File: config.mk
export PLATFORM = sky130hd
export DESIGN_NAME = gblur_ctrl
export DESIGN_NICKNAME = d
export VERILOG_FILES = /design/src/hdl/gblur_pkg.sv /design/src/hdl/gblur_ctrl.sv
export SDC_FILE = /design/constraint.sdc
export NUM_CORES = 1
export LEC_CHECK = 0
export ABC_AREA = 0
export BUFFER_PORTS_ARGS = -buffer_cell sky130_fd_sc_hd__buf_4
export CAP_MARGIN = 20
export CELL_PAD_IN_SITES_DETAIL_PLACEMENT = 1
export CELL_PAD_IN_SITES_GLOBAL_PLACEMENT = 2
export CORE_MARGIN = 10
export CORE_UTILIZATION = 36
export CTS_CLUSTER_SIZE = 28
export DETAILED_ROUTE_END_ITERATION = 7
export PLACE_DENSITY_LB_ADDON = 0.1
export SLEW_MARGIN = 20
export SYNTH_ARGS = -nofsm -noshare
export SYNTH_HDL_FRONTEND = slang
export SYNTH_SLANG_ARGS = --single-unit
File: constraint.sdc
create_clock -name clk -period 5.6 [get_ports clk]
set_input_delay 1.4 -clock clk [delete_from_list [all_inputs] [get_ports clk]]
set_output_delay 1.4 -clock clk [all_outputs]
set_load 0.01 [all_outputs]
File: src/hdl/gblur_pkg.sv
// Shared constants, types and helper functions for the streaming 3x3 Gaussian blur.
package gblur_pkg;

    localparam int MAX_WIDTH    = 1024;
    localparam int MAX_HEIGHT   = 4096;
    localparam int COL_W        = $clog2(MAX_WIDTH);
    localparam int ROW_W        = $clog2(MAX_HEIGHT);
    localparam int PIX_W        = 16;
    localparam int COEF_W       = 16;
    localparam int FRAC_W       = 16;
    localparam int WIDTH_CFG_W  = 11;
    localparam int HEIGHT_CFG_W = 13;
    localparam int WCMP_W       = (COL_W + 1 > WIDTH_CFG_W) ? COL_W + 1 : WIDTH_CFG_W;
    localparam int HCMP_W       = (ROW_W + 1 > HEIGHT_CFG_W) ? ROW_W + 1 : HEIGHT_CFG_W;
    localparam int PROD_W       = PIX_W + COEF_W;
    localparam int GRP_W        = PROD_W + 2;
    localparam int SUM_W        = PROD_W + 4;
    localparam int CFG_IDX_W    = 3;
    localparam int CFG_DATA_W   = 16;
    localparam int FIFO_DEPTH   = 16;
    localparam int FIFO_AW      = $clog2(FIFO_DEPTH);

    localparam logic [PIX_W-1:0]        SAT_LIMIT    = 16'hFF00;
    localparam logic [SUM_W:0]          ROUND_HALF   = (SUM_W + 1)'(1) << (FRAC_W - 1);
    localparam logic [WIDTH_CFG_W-1:0]  RST_WIDTH    = WIDTH_CFG_W'(1024);
    localparam logic [HEIGHT_CFG_W-1:0] RST_HEIGHT   = HEIGHT_CFG_W'(1024);
    localparam logic [COEF_W-1:0]       RST_CENTER   = COEF_W'(16384);
    localparam logic [COEF_W-1:0]       RST_EDGE     = COEF_W'(8192);
    localparam logic [COEF_W-1:0]       RST_CORNER   = COEF_W'(4096);

    typedef enum logic [CFG_IDX_W-1:0] {
        REG_WIDTH,
        REG_HEIGHT,
        REG_CENTER,
        REG_EDGE,
        REG_CORNER
    } cfg_reg_t;

    typedef logic [PIX_W-1:0] pix_t;
    typedef logic [2:0][2:0][PIX_W-1:0] win_t;

    typedef struct packed {
        logic             valid;
        logic             due;
        logic             last;
        logic             fwd;
        logic [COL_W-1:0] col;
        logic [2:0]       row_en;
        logic [2:0]       col_en;
    } item_ctl_t;

    typedef struct packed {
        logic       valid;
        logic       last;
        logic [2:0] row_en;
        logic [2:0] col_en;
    } mac_ctl_t;

    function automatic logic [WCMP_W-1:0] eff_width(input logic [WIDTH_CFG_W-1:0] w);
        logic [WCMP_W-1:0] wx;
        wx = WCMP_W'(w);
        if (wx == '0) begin
            return WCMP_W'(1);
        end
        if (wx > WCMP_W'(MAX_WIDTH)) begin
            return WCMP_W'(MAX_WIDTH);
        end
        return wx;
    endfunction

    function automatic logic [HCMP_W-1:0] eff_height(input logic [HEIGHT_CFG_W-1:0] h);
        logic [HCMP_W-1:0] hx;
        hx = HCMP_W'(h);
        if (hx == '0) begin
            return HCMP_W'(1);
        end
        if (hx > HCMP_W'(MAX_HEIGHT)) begin
            return HCMP_W'(MAX_HEIGHT);
        end
        return hx;
    endfunction

endpackage

File: src/hdl/gblur_ctrl.sv
// Raster position counters, border masks and the first pipeline stage of the blur.
module gblur_ctrl import gblur_pkg::*; (
    input  logic                    clk,
    input  logic                    rst_n,
    input  logic                    accept,
    input  logic                    drain,
    input  logic [PIX_W-1:0]        pixel_in,
    input  logic [WIDTH_CFG_W-1:0]  width_cfg,
    input  logic [HEIGHT_CFG_W-1:0] height_cfg,
    output logic                    due,
    output logic                    rd_en,
    output logic [COL_W-1:0]        rd_addr,
    output item_ctl_t               s1_ctl,
    output pix_t                    s1_pix
);

    logic [COL_W-1:0] in_col_reg, in_col_next;
    logic [1:0]       in_row_reg, in_row_next;
    logic [COL_W-1:0] out_col_reg, out_col_next;
    logic [ROW_W-1:0] out_row_reg, out_row_next;
    item_ctl_t        s1_ctl_reg, s1_ctl_next;
    pix_t             s1_pix_reg;

    logic [WCMP_W-1:0] w_eff;
    logic [HCMP_W-1:0] h_eff;
    logic [COL_W:0]    in_col_inc;
    logic [COL_W:0]    out_col_inc;
    logic [ROW_W:0]    out_row_inc;
    logic              in_wrap;
    logic              out_wrap;
    logic              row_last;
    logic              last;

    always_comb
    begin
        w_eff       = eff_width(width_cfg);
        h_eff       = eff_height(height_cfg);
        in_col_inc  = {1'b0, in_col_reg} + (COL_W + 1)'(1);
        out_col_inc = {1'b0, out_col_reg} + (COL_W + 1)'(1);
        out_row_inc = {1'b0, out_row_reg} + (ROW_W + 1)'(1);
        in_wrap     = WCMP_W'(in_col_inc) >= w_eff;
        out_wrap    = WCMP_W'(out_col_inc) >= w_eff;
        row_last    = HCMP_W'(out_row_inc) >= h_eff;
        last        = row_last && out_wrap;
        due         = (in_row_reg == 2'd2) || ((in_row_reg == 2'd1) && (in_col_reg != '0));

        in_col_next  = in_col_reg;
        in_row_next  = in_row_reg;
        out_col_next = out_col_reg;
        out_row_next = out_row_reg;

        if (accept)
        begin
            if (in_wrap)
            begin
                in_col_next = '0;
                if (in_row_reg != 2'd2)
                begin
                    in_row_next = in_row_reg + 2'd1;
                end
            end
            else
            begin
                in_col_next = in_col_inc[COL_W-1:0];
            end

            if (due)
            begin
                if (last)
                begin
                    in_col_next  = '0;
                    in_row_next  = '0;
                    out_col_next = '0;
                    out_row_next = '0;
                end
                else if (out_wrap)
                begin
                    out_col_next = '0;
                    out_row_next = out_row_inc[ROW_W-1:0];
                end
                else
                begin
                    out_col_next = out_col_inc[COL_W-1:0];
                end
            end
        end

        s1_ctl_next.valid  = accept;
        s1_ctl_next.due    = due;
        s1_ctl_next.last   = last;
        s1_ctl_next.fwd    = s1_ctl_reg.valid && (s1_ctl_reg.col == in_col_reg);
        s1_ctl_next.col    = in_col_reg;
        s1_ctl_next.row_en = {!row_last, 1'b1, out_row_reg != '0};
        s1_ctl_next.col_en = {!out_wrap, 1'b1, out_col_reg != '0};
    end

    always_ff @(posedge clk or negedge rst_n)
    begin
        if (!rst_n)
        begin
            in_col_reg  <= '0;
            in_row_reg  <= '0;
            out_col_reg <= '0;
            out_row_reg <= '0;
            s1_ctl_reg  <= '0;
        end
        else
        begin
            in_col_reg  <= in_col_next;
            in_row_reg  <= in_row_next;
            out_col_reg <= out_col_next;
            out_row_reg <= out_row_next;
            s1_ctl_reg  <= s1_ctl_next;
        end
    end

    always_ff @(posedge clk)
    begin
        if (accept)
        begin
            s1_pix_reg <= drain ? '0 : pixel_in;
        end
    end

    assign rd_en   = accept;
    assign rd_addr = in_col_reg;
    assign s1_ctl  = s1_ctl_reg;
    assign s1_pix  = s1_pix_reg;

endmodule

Yosys cells after proc, flatten, opt, wreduce, memory -nomap -nowiden
Index checks and enable logic that the tools add are counted. Widths: inputs -> output; s select.

Add/subtract/negate cells: 4. $lt $le $gt $ge: 5. Eq/ne operators: 4. Muxes and demuxes: 25. Reduce and logical (&&, ||, !) cells: 14.

Operator list (number): $mux 13 (4); $mux 10 (5); $mux 11 (4); $mux 12 (2); $add 10x1->11 const B (2); $ge 11x11->1 (2); $reduce_bool 10->1 (2); $add 12x1->13 const B (1); $ge 13x13->1 (1); $gt 13x13->1 const B (1); $logic_not 13->1 (1); $reduce_bool 12->1 (1); $gt 11x11->1 const B (1); $logic_not 11->1 (1); $eq 10x10->1 (1); $mux 2 (4); $mux 1 (6); $logic_and 1x1->1 (3); $reduce_and 3->1 (1); $add 2x1->2 const B (1); $eq 2x1->1 const B (1); $eq 2x2->1 const B (1); $logic_not 1->1 (2); $ne 2x2->1 const B (1); 3 further kinds (3).

Register bits after elaboration: 70. Output and inout port bits: 48. Logic and storage cells: 64.

Longest topological paths before layout
Word-level depth: 9. Depth in mapped cells: 15. Gate-level depth less buffers: 13.

Least setup slack after synthesis
OpenSTA, ideal clock, no wires.

Kind: input to register. From: in width_cfg[6]. To: reg in_col_reg[6] (netlist: rd_addr[6]). Library setup time: 66 ps. Arrival time: 3415 ps. Data required time: 5534 ps. Setup slack: 2120 ps. Stages: 12. Path buffers: 1. Path through: nor4_1 -> a31oi_1 -> nor2_1 -> ha_1 -> nand2b_1 -> a211o_1 -> a211oi_1 -> o21ai_0 -> a31o_2 -> buf_6 -> o21ai_2 -> a22o_1.

Cells in the longest elaborated chain, start to end: 9. Elaborated cells on any way between the ends: 14. Those cells by class: order compare: 3; mux: 9; reduce/logical: 2.

Ends and longest elaborated chain: start, declared (RTL line gblur_ctrl.sv:8) `input logic [WIDTH_CFG_W-1:0] width_cfg,`; $gt 11x11->1 (RTL line gblur_pkg.sv:65) `if (wx > WCMP_W'(MAX_WIDTH)) begin`; $mux 1 (2 in series) (RTL line gblur_pkg.sv:65); $mux 11 (RTL line gblur_pkg.sv:68) `return wx;`; $mux 11 (*) (RTL line gblur_pkg.sv:65); $ge 11x11->1, on equally long branches (RTL line gblur_ctrl.sv:41, gblur_ctrl.sv:42); $mux 10 / $logic_and 1x1->1 (equally long branches) (RTL line gblur_ctrl.sv:54, gblur_ctrl.sv:44); $mux 10 (RTL line gblur_ctrl.sv:69) `if (last)`; $mux 10 (*) (RTL line gblur_ctrl.sv:67) `if (due)`; end signal, assigned (RTL line gblur_ctrl.sv:109) `in_col_reg <= in_col_next;`; end, declared (RTL line gblur_ctrl.sv:17) `logic [COL_W-1:0] in_col_reg, in_col_next;`.

Every way passes the cells marked *; elsewhere a longest branch is shown, timed or not. The select of a mux whose other input is x is not followed. A chain may end at the register's enable or synchronous reset.

Worst setup path in the final report
From: in height_cfg[1]. To: reg out_row_reg[5].

Cells in the longest elaborated chain, start to end: 9. Elaborated cells on any way between the ends: 13. Those cells by class: order compare: 2; mux: 7; reduce/logical: 4.

Ends and longest elaborated chain: start, declared (RTL line gblur_ctrl.sv:9) `input logic [HEIGHT_CFG_W-1:0] height_cfg,`; $gt 13x13->1 (RTL line gblur_pkg.sv:77) `if (hx > HCMP_W'(MAX_HEIGHT)) begin`; $mux 1 (2 in series) (RTL line gblur_pkg.sv:77); $mux 13 (RTL line gblur_pkg.sv:80) `return hx;`; $mux 13 (*) (RTL line gblur_pkg.sv:77); $ge 13x13->1 (*) (RTL line gblur_ctrl.sv:43) `row_last = HCMP_W'(out_row_inc) >= h_eff;`; $logic_and 1x1->1 (*) (RTL line gblur_ctrl.sv:44) `last = row_last && out_wrap;`; $reduce_bool 2->1 (no source line); $reduce_and 3->1 (no source line); end signal, assigned (RTL line gblur_ctrl.sv:112) `out_row_reg <= out_row_next;`; end, declared (RTL line gblur_ctrl.sv:20) `logic [ROW_W-1:0] out_row_reg, out_row_next;`.

Marked as above.

==> qor.yml <==
cts:
  clk_pin_slew_ns: 0.06
  clock_tree.buffer_depth: 2
  clock_latency_ns: 0.34
  ctsHoldBuffers: 0
  cts_setup_buffers: 0
  cts_resized: 0
  cts_sinks: 69
  cts_root_buffer: "clkbuf_16"
  htreeDepth: 3
  cts_buffers: 9
  cts_tree: "done"
synth:
  synthDistinctLibCells: 46
  synthTopCellsByArea: "dfrtp_1 (31%), ha_1 (13%), edfxtp_1 (11%), xnor2_1 (5.3%), nand2_1 (4.9%)"
  synth_edf_count: 16
  synth_top_area_frac: 0.311
  async_reset_ff_frac: 0.768
  yosys.area.top_type: "dfrtp_1"
  yosysMostFrequentCell: "nand2_1"
  yosysWarnings: 0
  syn_inst: 443
  postSynthNetCount: 531
  synth_ff_type: "dfrtp_1"
  yosysSeqAreaShare: 0.424
  ys_seq_elements: 69
  syn_area_sq_mm: 0.00426
  synth_area_per_cell_sq_um: 9.61
  synth_commonest_cells: "nand2_1 (56), dfrtp_1 (53), ha_1 (44)"
finish:
  diodes: 0
  multi_input_area_sq_mm: 0.00220
  largest_reg_flops: 19
  syn_to_final_growth_pct: 23.2
  drive_above_1_share: 0.221
  seqCellArea_sq_mm: 0.00181
  fill_cells: 1300
  nets: 603
pwr:
  p_leak_nw: 2.47
  p_per_area_mw_per_mm2: 378
  vdd_drop_max_v: 0.000217
  power_mw: 1.98
floorplan:
  rows: 39
  start_util: 0.370
  coreArea_sq_mm: 0.0115
  io_pins: 92
  die_area_sq_mm: 0.0166
  fp.dieH_um: 129
  die_w_um: 129
run_status:
  outcome: "finished, final reports clean"
route:
  vias: 3430
  drt_wl_total_mm: 11.5
  viasPerCell: 5.17
  drtAntennaViolNets: 0
  drt_first_pass_iters: 4
  wl_per_cell_um: 17.4
  drt-initial-drc-count: 180
  drc_errors: 0
sta:
  relSlewSlack: 0.339
  rsz0062_at_grt: "no"
  period_share: 0.645
  fin_setup_tns_ns: 0
  worstMarginPinSlew_ns: 0.991
  fin_worst_skew_ns: 0.00930
  setup_viol: 0
  max_freq_mhz: 277
  finalWorstPathRequiredPeriod_ns: 3.61
  maxSlewViolCount: 0
  final_hold_viol_count: 0
critical_path:
  startpoint_type: "input port"
  required_ns: 5.86
  path_max_fanout: 11
  cp.arrival_ns: 3.87
  cp-end-kind: "register"
  critPathKind: "in -> reg"
global_route:
  antenna_found_initial: 0
  grt_pass1_wl_mm: 19.3
  grt_pass1_vias: 3637
  grt_max_degree: 54
  overflow: 0
  track_usage: 0.146
placement:
  gp_congestion: 0.786
  dp_hpwl_mm: 8.92
  io_buffers: 91
run:
  max_cap_viol_count: 0
hold_path:
  hold_path.class: "reg -> reg"
final timing paths:
check                                start             end  slack (ns)  cells past startpoint
max reg2reg                 out_col_reg[0]  out_row_reg[5]        2.05                     12
max in group asynchronous            rst_n  out_row_reg[8]        4.03                      1
max                          height_cfg[1]  out_row_reg[5]        1.99                     13
min in group asynchronous            rst_n      rd_addr[3]        1.09                      1
min reg2reg                out_row_reg[11]       s1_ctl[3]        0.51                      2
min                        out_row_reg[11]       s1_ctl[3]        0.51                      2
area by class of cell:
cell class,instances,share of cell area
clock buffers,11,0.0444
clock inverters,5,0.0145
inverters,18,0.0129
multi-input cells,326,0.420
flip-flops and latches,69,0.344
well taps,143,0.0341
repair buffers,91,0.130
metal layers:
layer | up-vias | GRT usage | share of wire
li1 | 1692 | - | -
met1 | 1664 | 0.189 | 0.47
met2 | 63 | 0.232 | 0.46
met3 | 11 | 0.0320 | 0.052
met4 | 0 | 0.0582 | 0.016
met5 | - | 0 | 0
kinds of logic (layout without fill, tap and decap cells):
kind of cell,count (synthesis),after routing,share of synthesized area
simple gates,169,169,0.195
other cells,1,1,0.000880
xor+xnor,35,35,0.0720
fa+ha+maj,44,44,0.129
flops,69,69,0.424
compound gates,76,76,0.117
mux,1,1,0.00264
buf+inv,48,125,0.0590
report_power, final:
| part | internal [mW] | switching, mW | leakage, nW | total, mW |
|---|---|---|---|---|
| Combinational | 0.304 | 0.349 | 1.50 | 0.653 |
| Sequential | 0.608 | 0.113 | 0.823 | 0.721 |
| Clock | 0.388 | 0.221 | 0.147 | 0.609 |
| Total | 1.30 | 0.684 | 2.47 | 1.98 |
worst max-delay path, stage by stage:
cell and delay, ns:
buf_4 0.11, nor4_1 0.28, a31oi_1 0.12, nor2_1 0.11
ha_1 0.23, nand2b_1 0.14, a21oi_1 0.16, o21ai_1 0.09
a221o_1 0.38, inv_2 0.21, nand4_2 0.21, or2_0 0.27
a31oi_1 0.16
stage by stage:
stage,hold WS [ns],instances,util,setup WS [ns],area (sq um)
6_report,0.509,663,0.456,1.99,5250
2_1_floorplan,0.370,443,-,2.12,4260
4_1_cts,0.514,663,0.456,1.94,5250
3_3_place_gp,0.496,647,0.429,1.67,4940
5_1_grt,0.541,663,0.456,1.60,5250
3_5_place_dp,0.500,647,0.429,1.59,4940
layout by cell type, fill, tap and decap left out, types with 2 or more instances in the layout:
| master | netlist | layout |
|---|---|---|
| buf_4 | 13 | 91 |
| nand2_1 | 56 | 56 |
| dfrtp_1 | 53 | 53 |
| ha_1 | 44 | 44 |
| nand3_1 | 28 | 28 |
| xnor2_1 | 26 | 26 |
| nor2_1 | 24 | 24 |
| o21ai_0 | 20 | 20 |
| nor2b_1 | 18 | 18 |
| inv_1 | 16 | 16 |
| edfxtp_1 | 16 | 16 |
| a21oi_1 | 15 | 15 |
| xor2_1 | 9 | 9 |
| nor4_1 | 9 | 9 |
| a22o_1 | 9 | 9 |
| clkbuf_16 | 0 | 9 |
| and3_1 | 8 | 8 |
| nand4_1 | 8 | 8 |
| a21o_1 | 6 | 6 |
| a31oi_1 | 6 | 6 |
| nor3_1 | 6 | 6 |
| nand2b_1 | 5 | 5 |
| o2bb2ai_1 | 4 | 4 |
| clkinv_1 | 1 | 2 |
| a21oi_2 | 2 | 2 |
| a211o_1 | 2 | 2 |
| a211oi_1 | 2 | 2 |
| o21ai_2 | 2 | 2 |
| o22ai_1 | 2 | 2 |
| o31ai_1 | 2 | 2 |
| or2_0 | 2 | 2 |
| bufinv_16 | 0 | 2 |
| clkbuf_1 | 8 | 2 |
No activity file was read; power rests on OpenSTA's default activity.
