**src/hdl/gblur_pkg.sv**
```systemverilog
// Shared constants, types and helper functions for the streaming 3x3 Gaussian blur.
package gblur_pkg;

    localparam int MAX_WIDTH    = 1024;
    localparam int MAX_HEIGHT   = 4096;
    localparam int COL_W        = $clog2(MAX_WIDTH);
    localparam int ROW_W        = $clog2(MAX_HEIGHT);
    localparam int PIX_W        = 16;
    localparam int COEF_W       = 16;
    localparam int FRAC_W       = 16;
    localparam int WIDTH_CFG_W  = 11;
    localparam int HEIGHT_CFG_W = 13;
    localparam int WCMP_W       = (COL_W + 1 > WIDTH_CFG_W) ? COL_W + 1 : WIDTH_CFG_W;
    localparam int HCMP_W       = (ROW_W + 1 > HEIGHT_CFG_W) ? ROW_W + 1 : HEIGHT_CFG_W;
    localparam int PROD_W       = PIX_W + COEF_W;
    localparam int GRP_W        = PROD_W + 2;
    localparam int SUM_W        = PROD_W + 4;
    localparam int CFG_IDX_W    = 3;
    localparam int CFG_DATA_W   = 16;
    localparam int FIFO_DEPTH   = 16;
    localparam int FIFO_AW      = $clog2(FIFO_DEPTH);

    localparam logic [PIX_W-1:0]        SAT_LIMIT    = 16'hFF00;
    localparam logic [SUM_W:0]          ROUND_HALF   = (SUM_W + 1)'(1) << (FRAC_W - 1);
    localparam logic [WIDTH_CFG_W-1:0]  RST_WIDTH    = WIDTH_CFG_W'(1024);
    localparam logic [HEIGHT_CFG_W-1:0] RST_HEIGHT   = HEIGHT_CFG_W'(1024);
    localparam logic [COEF_W-1:0]       RST_CENTER   = COEF_W'(16384);
    localparam logic [COEF_W-1:0]       RST_EDGE     = COEF_W'(8192);
    localparam logic [COEF_W-1:0]       RST_CORNER   = COEF_W'(4096);

    typedef enum logic [CFG_IDX_W-1:0] {
        REG_WIDTH,
        REG_HEIGHT,
        REG_CENTER,
        REG_EDGE,
        REG_CORNER
    } cfg_reg_t;

    typedef logic [PIX_W-1:0] pix_t;
    typedef logic [2:0][2:0][PIX_W-1:0] win_t;

    typedef struct packed {
        logic             valid;
        logic             due;
        logic             last;
        logic             fwd;
        logic [COL_W-1:0] col;
        logic [2:0]       row_en;
        logic [2:0]       col_en;
    } item_ctl_t;

    typedef struct packed {
        logic       valid;
        logic       last;
        logic [2:0] row_en;
        logic [2:0] col_en;
    } mac_ctl_t;

    function automatic logic [WCMP_W-1:0] eff_width(input logic [WIDTH_CFG_W-1:0] w);
        logic [WCMP_W-1:0] wx;
        wx = WCMP_W'(w);
        if (wx == '0) begin
            return WCMP_W'(1);
        end
        if (wx > WCMP_W'(MAX_WIDTH)) begin
            return WCMP_W'(MAX_WIDTH);
        end
        return wx;
    endfunction

    function automatic logic [HCMP_W-1:0] eff_height(input logic [HEIGHT_CFG_W-1:0] h);
        logic [HCMP_W-1:0] hx;
        hx = HCMP_W'(h);
        if (hx == '0) begin
            return HCMP_W'(1);
        end
        if (hx > HCMP_W'(MAX_HEIGHT)) begin
            return HCMP_W'(MAX_HEIGHT);
        end
        return hx;
    endfunction

endpackage

```
**src/hdl/gblur_ofifo.sv**
```systemverilog
// Output queue with credit tracking so that results in flight always find room.
module gblur_ofifo import gblur_pkg::*; (
    input  logic clk,
    input  logic rst_n,
    input  logic reserve,
    input  logic push,
    input  pix_t push_pixel,
    input  logic push_last,
    input  logic out_stall,
    output logic credit_full,
    output logic out_valid,
    output pix_t pixel_out,
    output logic frame_last
);

    pix_t               pix_mem  [FIFO_DEPTH];
    logic               last_mem [FIFO_DEPTH];
    logic [FIFO_AW-1:0] wr_ptr_reg, wr_ptr_next;
    logic [FIFO_AW-1:0] rd_ptr_reg, rd_ptr_next;
    logic [FIFO_AW:0]   count_reg, count_next;
    logic [FIFO_AW:0]   credit_reg, credit_next;
    logic               pop;

    always_comb
    begin
        pop         = (count_reg != '0) && !out_stall;
        wr_ptr_next = push ? wr_ptr_reg + FIFO_AW'(1) : wr_ptr_reg;
        rd_ptr_next = pop ? rd_ptr_reg + FIFO_AW'(1) : rd_ptr_reg;

        count_next = count_reg;
        case ({push, pop})
            2'b10:   count_next = count_reg + (FIFO_AW + 1)'(1);
            2'b01:   count_next = count_reg - (FIFO_AW + 1)'(1);
            default: count_next = count_reg;
        endcase

        credit_next = credit_reg;
        case ({reserve, pop})
            2'b10:   credit_next = credit_reg + (FIFO_AW + 1)'(1);
            2'b01:   credit_next = credit_reg - (FIFO_AW + 1)'(1);
            default: credit_next = credit_reg;
        endcase
    end

    always_ff @(posedge clk or negedge rst_n)
    begin
        if (!rst_n)
        begin
            wr_ptr_reg <= '0;
            rd_ptr_reg <= '0;
            count_reg  <= '0;
            credit_reg <= '0;
        end
        else
        begin
            wr_ptr_reg <= wr_ptr_next;
            rd_ptr_reg <= rd_ptr_next;
            count_reg  <= count_next;
            credit_reg <= credit_next;
        end
    end

    always_ff @(posedge clk)
    begin
        if (push)
        begin
            pix_mem[wr_ptr_reg]  <= push_pixel;
            last_mem[wr_ptr_reg] <= push_last;
        end
    end

    assign credit_full = credit_reg == (FIFO_AW + 1)'(FIFO_DEPTH);
    assign out_valid   = count_reg != '0;
    assign pixel_out   = pix_mem[rd_ptr_reg];
    assign frame_last  = last_mem[rd_ptr_reg];

endmodule

```
**config.mk**
```make
export PLATFORM = sky130hd
export DESIGN_NAME = gblur_ofifo
export DESIGN_NICKNAME = d
export VERILOG_FILES = /design/src/hdl/gblur_pkg.sv /design/src/hdl/gblur_ofifo.sv
export SDC_FILE = /design/constraint.sdc
export NUM_CORES = 1
export LEC_CHECK = 0
export BUFFER_PORTS_ARGS = -buffer_cell sky130_fd_sc_hd__buf_2
export CAP_MARGIN = 15
export CELL_PAD_IN_SITES_DETAIL_PLACEMENT = 2
export CELL_PAD_IN_SITES_GLOBAL_PLACEMENT = 2
export CORE_UTILIZATION = 48
export DETAILED_ROUTE_END_ITERATION = 10
export GPL_TIMING_DRIVEN = 0
export PLACE_DENSITY = 0.89
export SYNTH_ARGS = -nofsm -noshare
export SYNTH_HDL_FRONTEND = slang
export SYNTH_SLANG_ARGS = --single-unit
export TNS_END_PERCENT = 30
```
**constraint.sdc**
```tcl
create_clock -name clk -period 2.85 [get_ports clk]
set_input_delay 0.57 -clock clk [delete_from_list [all_inputs] [get_ports clk]]
set_output_delay 0.57 -clock clk [all_outputs]
set_load 0.02 [all_outputs]
```
# Word level (Yosys, flattened, before mapping)
# Memories as Yosys holds them, arrays and structs flattened.
# Cells that the tools add are included.
# classes
add_sub_neg	6
reduce_logical	5
eq_ne	5
n_mux	4
# ops
op	n
$pmux 5 s2	2
$add 5x1->5 const B	2
$sub 5x1->5 const B	2
$add 4x1->4 const B	2
$eq 5x5->1 const B	1
$reduce_bool 5->1	1
$eq 2x1->1 const B	2
$eq 2x2->1 const B	2
$reduce_bool 2->1	2
$mux 1	2
$logic_and 1x1->1	1
$logic_not 1->1	1
# totals
regBits	18
memories	2
inputBits	22
mem_bits_rw	272
out_inout_bits	19
# mem_list
memory	depth	word_bits	rd	rd_clocked_by_memory_dff	write_ports	line	source
pix_mem	16	16	1	0	1	gblur_ofifo.sv:16	pix_t pix_mem [FIFO_DEPTH];
last_mem	16	1	1	0	1	gblur_ofifo.sv:17	logic last_mem [FIFO_DEPTH];

# Logic depth before layout (Yosys ltp)
# Gate-level depths: netlist of the first run.
# logic_depth
ltp_word	4
mapped_depth	10
ltp_nobuf	10

# Worst setup path before layout of the first run
# Ideal clock, no wire load.
# synth_timing
kind	input port to flip-flop
start	in push
end	mem last_mem[3] (enable)
t_required_ps	2438
arrival_time_ps	2203
path_buffers	1
setup_ps	412
cell_stages	3
path_slack_ps	234
cell_sequence	clkbuf_1 > nand2_1 > nor3_1
# synth_via
elab_chain_cells	2
# synth_rtl
item	line	source
start: declaration	gblur_ofifo.sv:6	input logic push,
$mux 1	gblur_ofifo.sv:65	if (push)
$mux 1 (implied by the code)	gblur_ofifo.sv:68	last_mem[wr_ptr_reg] <= push_last;
end: declaration	gblur_ofifo.sv:17	
# Every way passes these cells.

# Worst setup path in the final report of the first run
# layout_timing
start	reg rd_ptr_reg[0]
end	out pixel_out[14]
# layout_via
elab_chain_cells	1
# layout_rtl
item	line	source
start: declaration	gblur_ofifo.sv:19	logic [FIFO_AW-1:0] rd_ptr_reg, rd_ptr_next;
start signal: assignment	gblur_ofifo.sv:57	rd_ptr_reg <= rd_ptr_next;
$mem_v2 16x16	-	
end: declaration	gblur_ofifo.sv:12	output pix_t pixel_out,
# Every way passes these cells.

==> results of run 1 <==
## how the worst max path moves through the flow
stage / startpoint / endpoint / cells past startpoint
after floorplan: push / last_mem[3] / 3
after global placement: push / pix_mem[0][10] / 3
after detailed placement: out_stall / count_reg[4] / 10
after CTS: rd_ptr_reg[0] / pixel_out[9] / 8
after global routing: rd_ptr_reg[2] / pixel_out[3] / 9
final: rd_ptr_reg[0] / pixel_out[14] / 8
## per-stage QoR
stage	TNS (ns)	hold WS [ns]	std cells	power [mW]
after floorplan	0	0.274	609	8.70
after global placement	-54.20	0.460	967	9.93
after detailed placement	-0.693	0.492	984	10.6
after CTS	-2.66	0.371	1045	15.9
after global routing	-5.14	0.411	1056	17.3
final	-5.03	0.409	1056	17.0
## area by class of cell
cell class	instances	share of cell area, %
Clock inverter	21	1.34
Tap cell	319	2.78
Buffer	34	2.57
Sequential cell	290	60.1
Antenna cell	1	0.0175
Clock buffer	31	5.11
Multi-Input combinational cell	276	23.0
Timing Repair Buffer	75	4.78
Inverter	9	0.253
## critical path: stages (launching register included)
cell and delay [ns]:
dfrtp_2 0.45, buf_8 0.17, buf_12 0.16, buf_12 0.16
mux2i_2 0.18, a221oi_4 0.46, a22oi_2 0.18, nand2_2 0.14
buf_6 0.14
## routing by layer
| layer | vias to the layer above | routed length, um | track usage [%] | share of wire (%) |
|---|---|---|---|---|
| li1 | 2682 | - | - | - |
| met1 | 3869 | 16700 | 48.5 | 38 |
| met2 | 563 | 21400 | 59.7 | 48 |
| met3 | 145 | 3950 | 6.11 | 8.9 |
| met4 | 2 | 2370 | 15.5 | 5.3 |
| met5 | - | 13 | 0 | 0.029 |
## cells in the final DEF (no fill, tap or decap), types with 7 or more instances in the layout
| cell | n |
|---|---|
| a221oi_4 | 12 |
| mux2i_2 | 12 |
| mux4_2 | 34 |
| clkinv_2 | 7 |
| a221oi_2 | 22 |
| clkinv_1 | 8 |
| clkbuf_16 | 33 |
| buf_2 | 29 |
| buf_12 | 7 |
| a22oi_1 | 8 |
| nor2_2 | 10 |
| clkbuf_1 | 8 |
| inv_1 | 8 |
| ha_1 | 11 |
| dfrtp_1 | 16 |
| buf_6 | 23 |
| nand2_1 | 25 |
| mux2i_4 | 7 |
| buf_8 | 10 |
| o21ai_0 | 8 |
| buf_4 | 22 |
| a22oi_2 | 9 |
| mux2i_1 | 50 |
| xnor2_1 | 8 |
| o21ai_1 | 13 |
| xor2_1 | 7 |
| edfxtp_1 | 272 |
## repair_timing
action,4_1_cts,5_1_grt
hold endpoints to repair,18,0
gates cloned,0,4
setup buffers,8,5
pin swaps,26,21
endpoints found under the setup margin,21,19
hold buffers,1,0
resized for setup,130,28
## where the power goes
group          internal, mW  total, mW  switching (mW)
clock network          2.14       4.02            1.88
registers              5.20       5.58           0.375
logic                  2.96       7.40            4.44
## cells by family after synthesis
group | synth area share (%)
multiplexers | 12.8
adder cells (fa/ha/maj) | 1.75
XOR/XNOR | 1.14
flip-flops | 74.5
AO/OA/AOI/OAI | 5.08
AND/OR/NAND/NOR | 2.27
buffers and inverters | 2.46
==> metrics.txt, run 1 <==
fillers about 1900; area post-placement 12400 um2; Mapped Area about 12000 um2; worst reg2reg startpoint count_reg[3]; Crit Path Class reg -> out; register area share after synthesis 74.5%; H-tree Lvls 1; CTS Root Cell clkbuf_16; Crit path required time 2.28 ns; WHS Endpoint pix_mem[11][1]; Reg clk slew, reported paths 0.08 ns; DRC errors left 0; Final ANT Viol Nets 0; fin area 14300 um2; die span in y 157 um; GP Congestion between 0.8 and 0.9; TritonCTS clock tree built; hold crit path type in -> reg; Initial Utilization around half; RSZ-0062 raised after global routing yes; Max FO, Critical Path 8; fmax 312 MHz; final core occ between 60 and 70%; die area 24700 um2; Hold Violations, Final 0; period utilisation layout 112%; #FFs+latches synth 290; cell row count 56; Pwr per Cell Area 1190 nW/um2; max reg flops 256; worst slack, placed -0.445 ns; IO Pins around 40; Routed wire per std cell 42.0 um; Initial DRC Count 699; Total Routing Usage GR approximately 36%; status finished with violations; Layout Nets 752; Largest regs pix_mem (256), last_mem (16); layout cells sized above 1 a little under two fifths; Lkg Pwr slightly below 5 nW; largest area contributor in the netlist edfxtp_1; FF/Latch Area 8620 um2; detailed placement HPWL 22400 um; Max VDD drop 574 uV; failing checks negative setup slack; Syn Area/Cell 19.0 um2; Synth area leaders edfxtp_1, mux4_2, mux2i_1; via count 7261; Slew Limit Headroom 24.3%; PortBufs 39; first-pass GRT wire length 60200 um; Area growth, synth to finish 24.0%; Slew @ Worst Pin around 1.1 ns; clock sink count between 200 and 300; # setup viols final 20; Die X 157 um; routed vias/inst 6.88; clk_lat worst skew 0.58 ns; crit path time final 3.21 ns; Worst R2R End count_reg[4]; vias in the first global route 7392; Worst setup SP type register; largest net degree at the start of global routing 19; top_reg_cell synth edfxtp_1; most frequent cells after synthesis edfxtp_1, mux2i_1, a221oi_1, mux4_2, nand2_1; initial antenna violation count 1; Mapped Cells 609; Worst Clk Skew about 0.027 ns; Worst Slack Setup Final -0.356 ns; Routed WL around 44000 um; Bufs on Longest Clock Path 3; reg2reg path depth 10; CORE AREA 23500 um2; hold path depth 1; Largest Register pix_mem; CTS Buf Count 29; most common cell in the netlist edfxtp_1; area share of the largest cell type after synthesis 70.6%; max-cap viol count 0; post-synthesis cell type count 34; 1st-pass router iterations 5; number of synthesized flops with an enable pin 272; yosys warns 0; Worst EP arrival 2.64 ns; Async S/R FF share, synth under 10%; gr ovfl total 0; R2R Setup Slk -0.15 ns; Hold Startpoint push_pixel[1]; max-slew violations 0; footprint of the multi-input gates 3300 um2; crit end category primary output; syn nets 646
No activity file was read; power rests on OpenSTA's default activity.
==> run 2: changes to the inputs <==
Settings changed: CORE_UTILIZATION 48 to 35, PLACE_DENSITY 0.89 to 0.71.
==> metrics.txt, run 2 (synthesis results as in run 1) <==
max-cap viol count 0 (unchanged); initial antenna violation count 0 (-1); CTS Root Cell clkbuf_16; sequential power share 32.8% (about the same); R2R Setup Slk 0.20 ns (+0.35 ns); Area growth, synth to finish 28.2%; Hold Violations, Final 0 (unchanged); slowest CP cell dfrtp_1; Worst Clk Skew 0.0234 ns (-0.00381 ns); Max VDD drop 539 uV (-6.1%); Bufs on Longest Clock Path 3 (unchanged); commonest non-fill, non-tap cell in the layout edfxtp_1; worst reg2reg startpoint count_reg[0]; H-tree Lvls 1 (unchanged); Max FO, Critical Path 8 (unchanged); Routed wire per std cell 28.7 um (-32%); GP Congestion 0.736 (-8.2%); Crit path required time 2.28 ns (about the same); Initial DRC Count 579 (-17%); top routing layer in use met4; crit path to pixel_out[15]; first-pass GRT wire length 47100 um (-22%); Pwr per Cell Area 1130 nW/um2 (-5.0%); metal1 wirelength 13800 um (-17%); clock sink count 290 (unchanged); 1st-pass router iterations 4 (-1); Worst Slack Setup Final -0.151 ns (+0.205 ns); max-slew violations 0 (unchanged); most frequent cells in the layout edfxtp_1, mux2i_1, mux4_2, clkbuf_16, buf_2; cell row count 66 (+18%); net switching power 5.88 mW (-12%); Die X 184 um (+17%); Worst Path Buf+Inv 4 (unchanged); Power Internal 10.8 mW (+4.9%); Reg clk slew, reported paths 0.07 ns (about the same); Final ANT Viol Nets 0 (unchanged); IO Pins 41 (unchanged); Switching Fraction 35.3% (-4.1 points); die span in y 184 um (+17%); Total Routing Usage GR 19.6% (-17 points); Crit path max-delay family buffers and inverters; failing checks negative setup slack; period utilisation layout 105% (-7.2 points); die area 33800 um2 (+37%); Worst EP arrival 2.43 ns (-0.21 ns); DR WL met3 1350 um (-66%); Slew Limit Headroom 43.9% (+20 points); clk_lat worst skew 0.58 ns (about the same); routed vias/inst 5.34 (-22%); largest net degree at the start of global routing 19 (unchanged); RSZ-0062 raised after global routing yes; fmax 333 MHz (+6.8%); Largest regs pix_mem (256), last_mem (16); Worst setup SP type register; CORE AREA 32500 um2 (+38%); crit path time final 3.00 ns (-0.205 ns); Layout Nets 749 (-0.40%); Worst R2R End count_reg[4]; Largest Register pix_mem; met2 wire length 18200 um (-15%); layout cells sized above 1 38.9% (+2.3 points); max reg flops 256 (unchanged); via count 6292 (-13%); TritonCTS clock tree built; Placed Cells 1110 (+13%); hold crit path type in -> reg; CP cell instances buf_8 > and2_4 > buf_6 > buf_4 > a221oi_2 > o21ai_0 > nand2_1 > buf_2; Initial Utilization 35.5% (-14 points); CTS Buf Count 31 (+6.9%); Levels on crit path 8 (unchanged); CP peak stage delay 0.42 ns (-0.04 ns); PortBufs 39 (unchanged); final core occ 45.6% (-15 points); Lkg Pwr 4.99 nW (+0.94%); clock power share 26.3% (+2.6 points); crit end category primary output; Critical Path Source rd_ptr_reg[1]; vias in the first global route 6916 (-6.4%); Post-Layout Cell Count 1179 (+12%); reg2reg path depth 10 (unchanged); gr ovfl total 0 (unchanged); Slew @ Worst Pin 0.841 ns (-0.294 ns); detailed placement HPWL 21300 um (-5.3%); status finished with violations; # setup viols final 17 (-15%); Crit Path Class reg -> out; Routed WL 33900 um (-24%); DRC errors left 0 (unchanged); power share of the combinational group 40.9% (-2.6 points); # diodes 0 (-1)
## run 2: layer usage
metal	vias to the layer above	GRT usage, %
met5	-	0
met4	0	3.70
met3	45	2.65
met2	150	35.5
met1	3415	25.1
li1	2682	-
## run 2: worst min-delay path by stage
stage               depth (start not counted)       endpoint          start
floorplan                                   0   count_reg[0]          rst_n
global placement                            1  credit_reg[4]  credit_reg[4]
detailed placement                          1   count_reg[4]   count_reg[4]
CTS                                         3  rd_ptr_reg[0]      out_stall
global route                                3  rd_ptr_reg[0]      out_stall
finish                                      3  rd_ptr_reg[0]      out_stall
## run 2: power groups by stage
| stage | Clock (mW) | Combinational [mW] | Sequential (mW) |
|---|---|---|---|
| after floorplan | 0 | 3.29 | 5.41 |
| after global placement | 0 | 4.67 | 5.45 |
| after detailed placement | 0 | 5.12 | 5.49 |
| after CTS | 4.43 | 5.85 | 5.43 |
| after global routing | 4.61 | 7.23 | 5.51 |
| final | 4.39 | 6.83 | 5.47 |
## run 2: what timing repair did
item | in CTS | in global routing
resized for setup | 80 | 114
pin swaps | 6 | 22
endpoints found under the hold margin | 18 | 0
buffers inserted | 9 | 1
hold buffers | 1 | 0
gates cloned | 1 | 0
setup endpoints to repair | 19 | 18
## run 2: cell type report
type                    count  area (um2)
inverters                   9        38.8
multi-input cells         276        3490
clock buffers              37         818
fillers                  2975       17700
flip-flops and latches    290        8620
plain buffers              33         403
well taps                 442         553
clock inverters            21         284
repair buffers             71         614
## run 2: worst min-delay path, delay by kind of cell
family | cells | cell delay, ns
AO/OA/AOI/OAI | 1 | 0.06
XOR/XNOR | 1 | 0.14
buffers and inverters | 1 | 0.10
## run 2: through the flow
step	TNS (ns)	total power [mW]	worst slack, ns	hold WS [ns]	area (um2)
floorplan	0	8.70	0.234	0.274	11600
detailed placement	-0.751	10.6	-0.412	0.468	12600
CTS	-1.76	15.7	-0.163	0.353	14200
global route	-2.71	17.3	-0.243	0.362	14800
global placement	-134.02	10.1	-1.50	0.460	12300
finish	-1.46	16.7	-0.151	0.355	14800
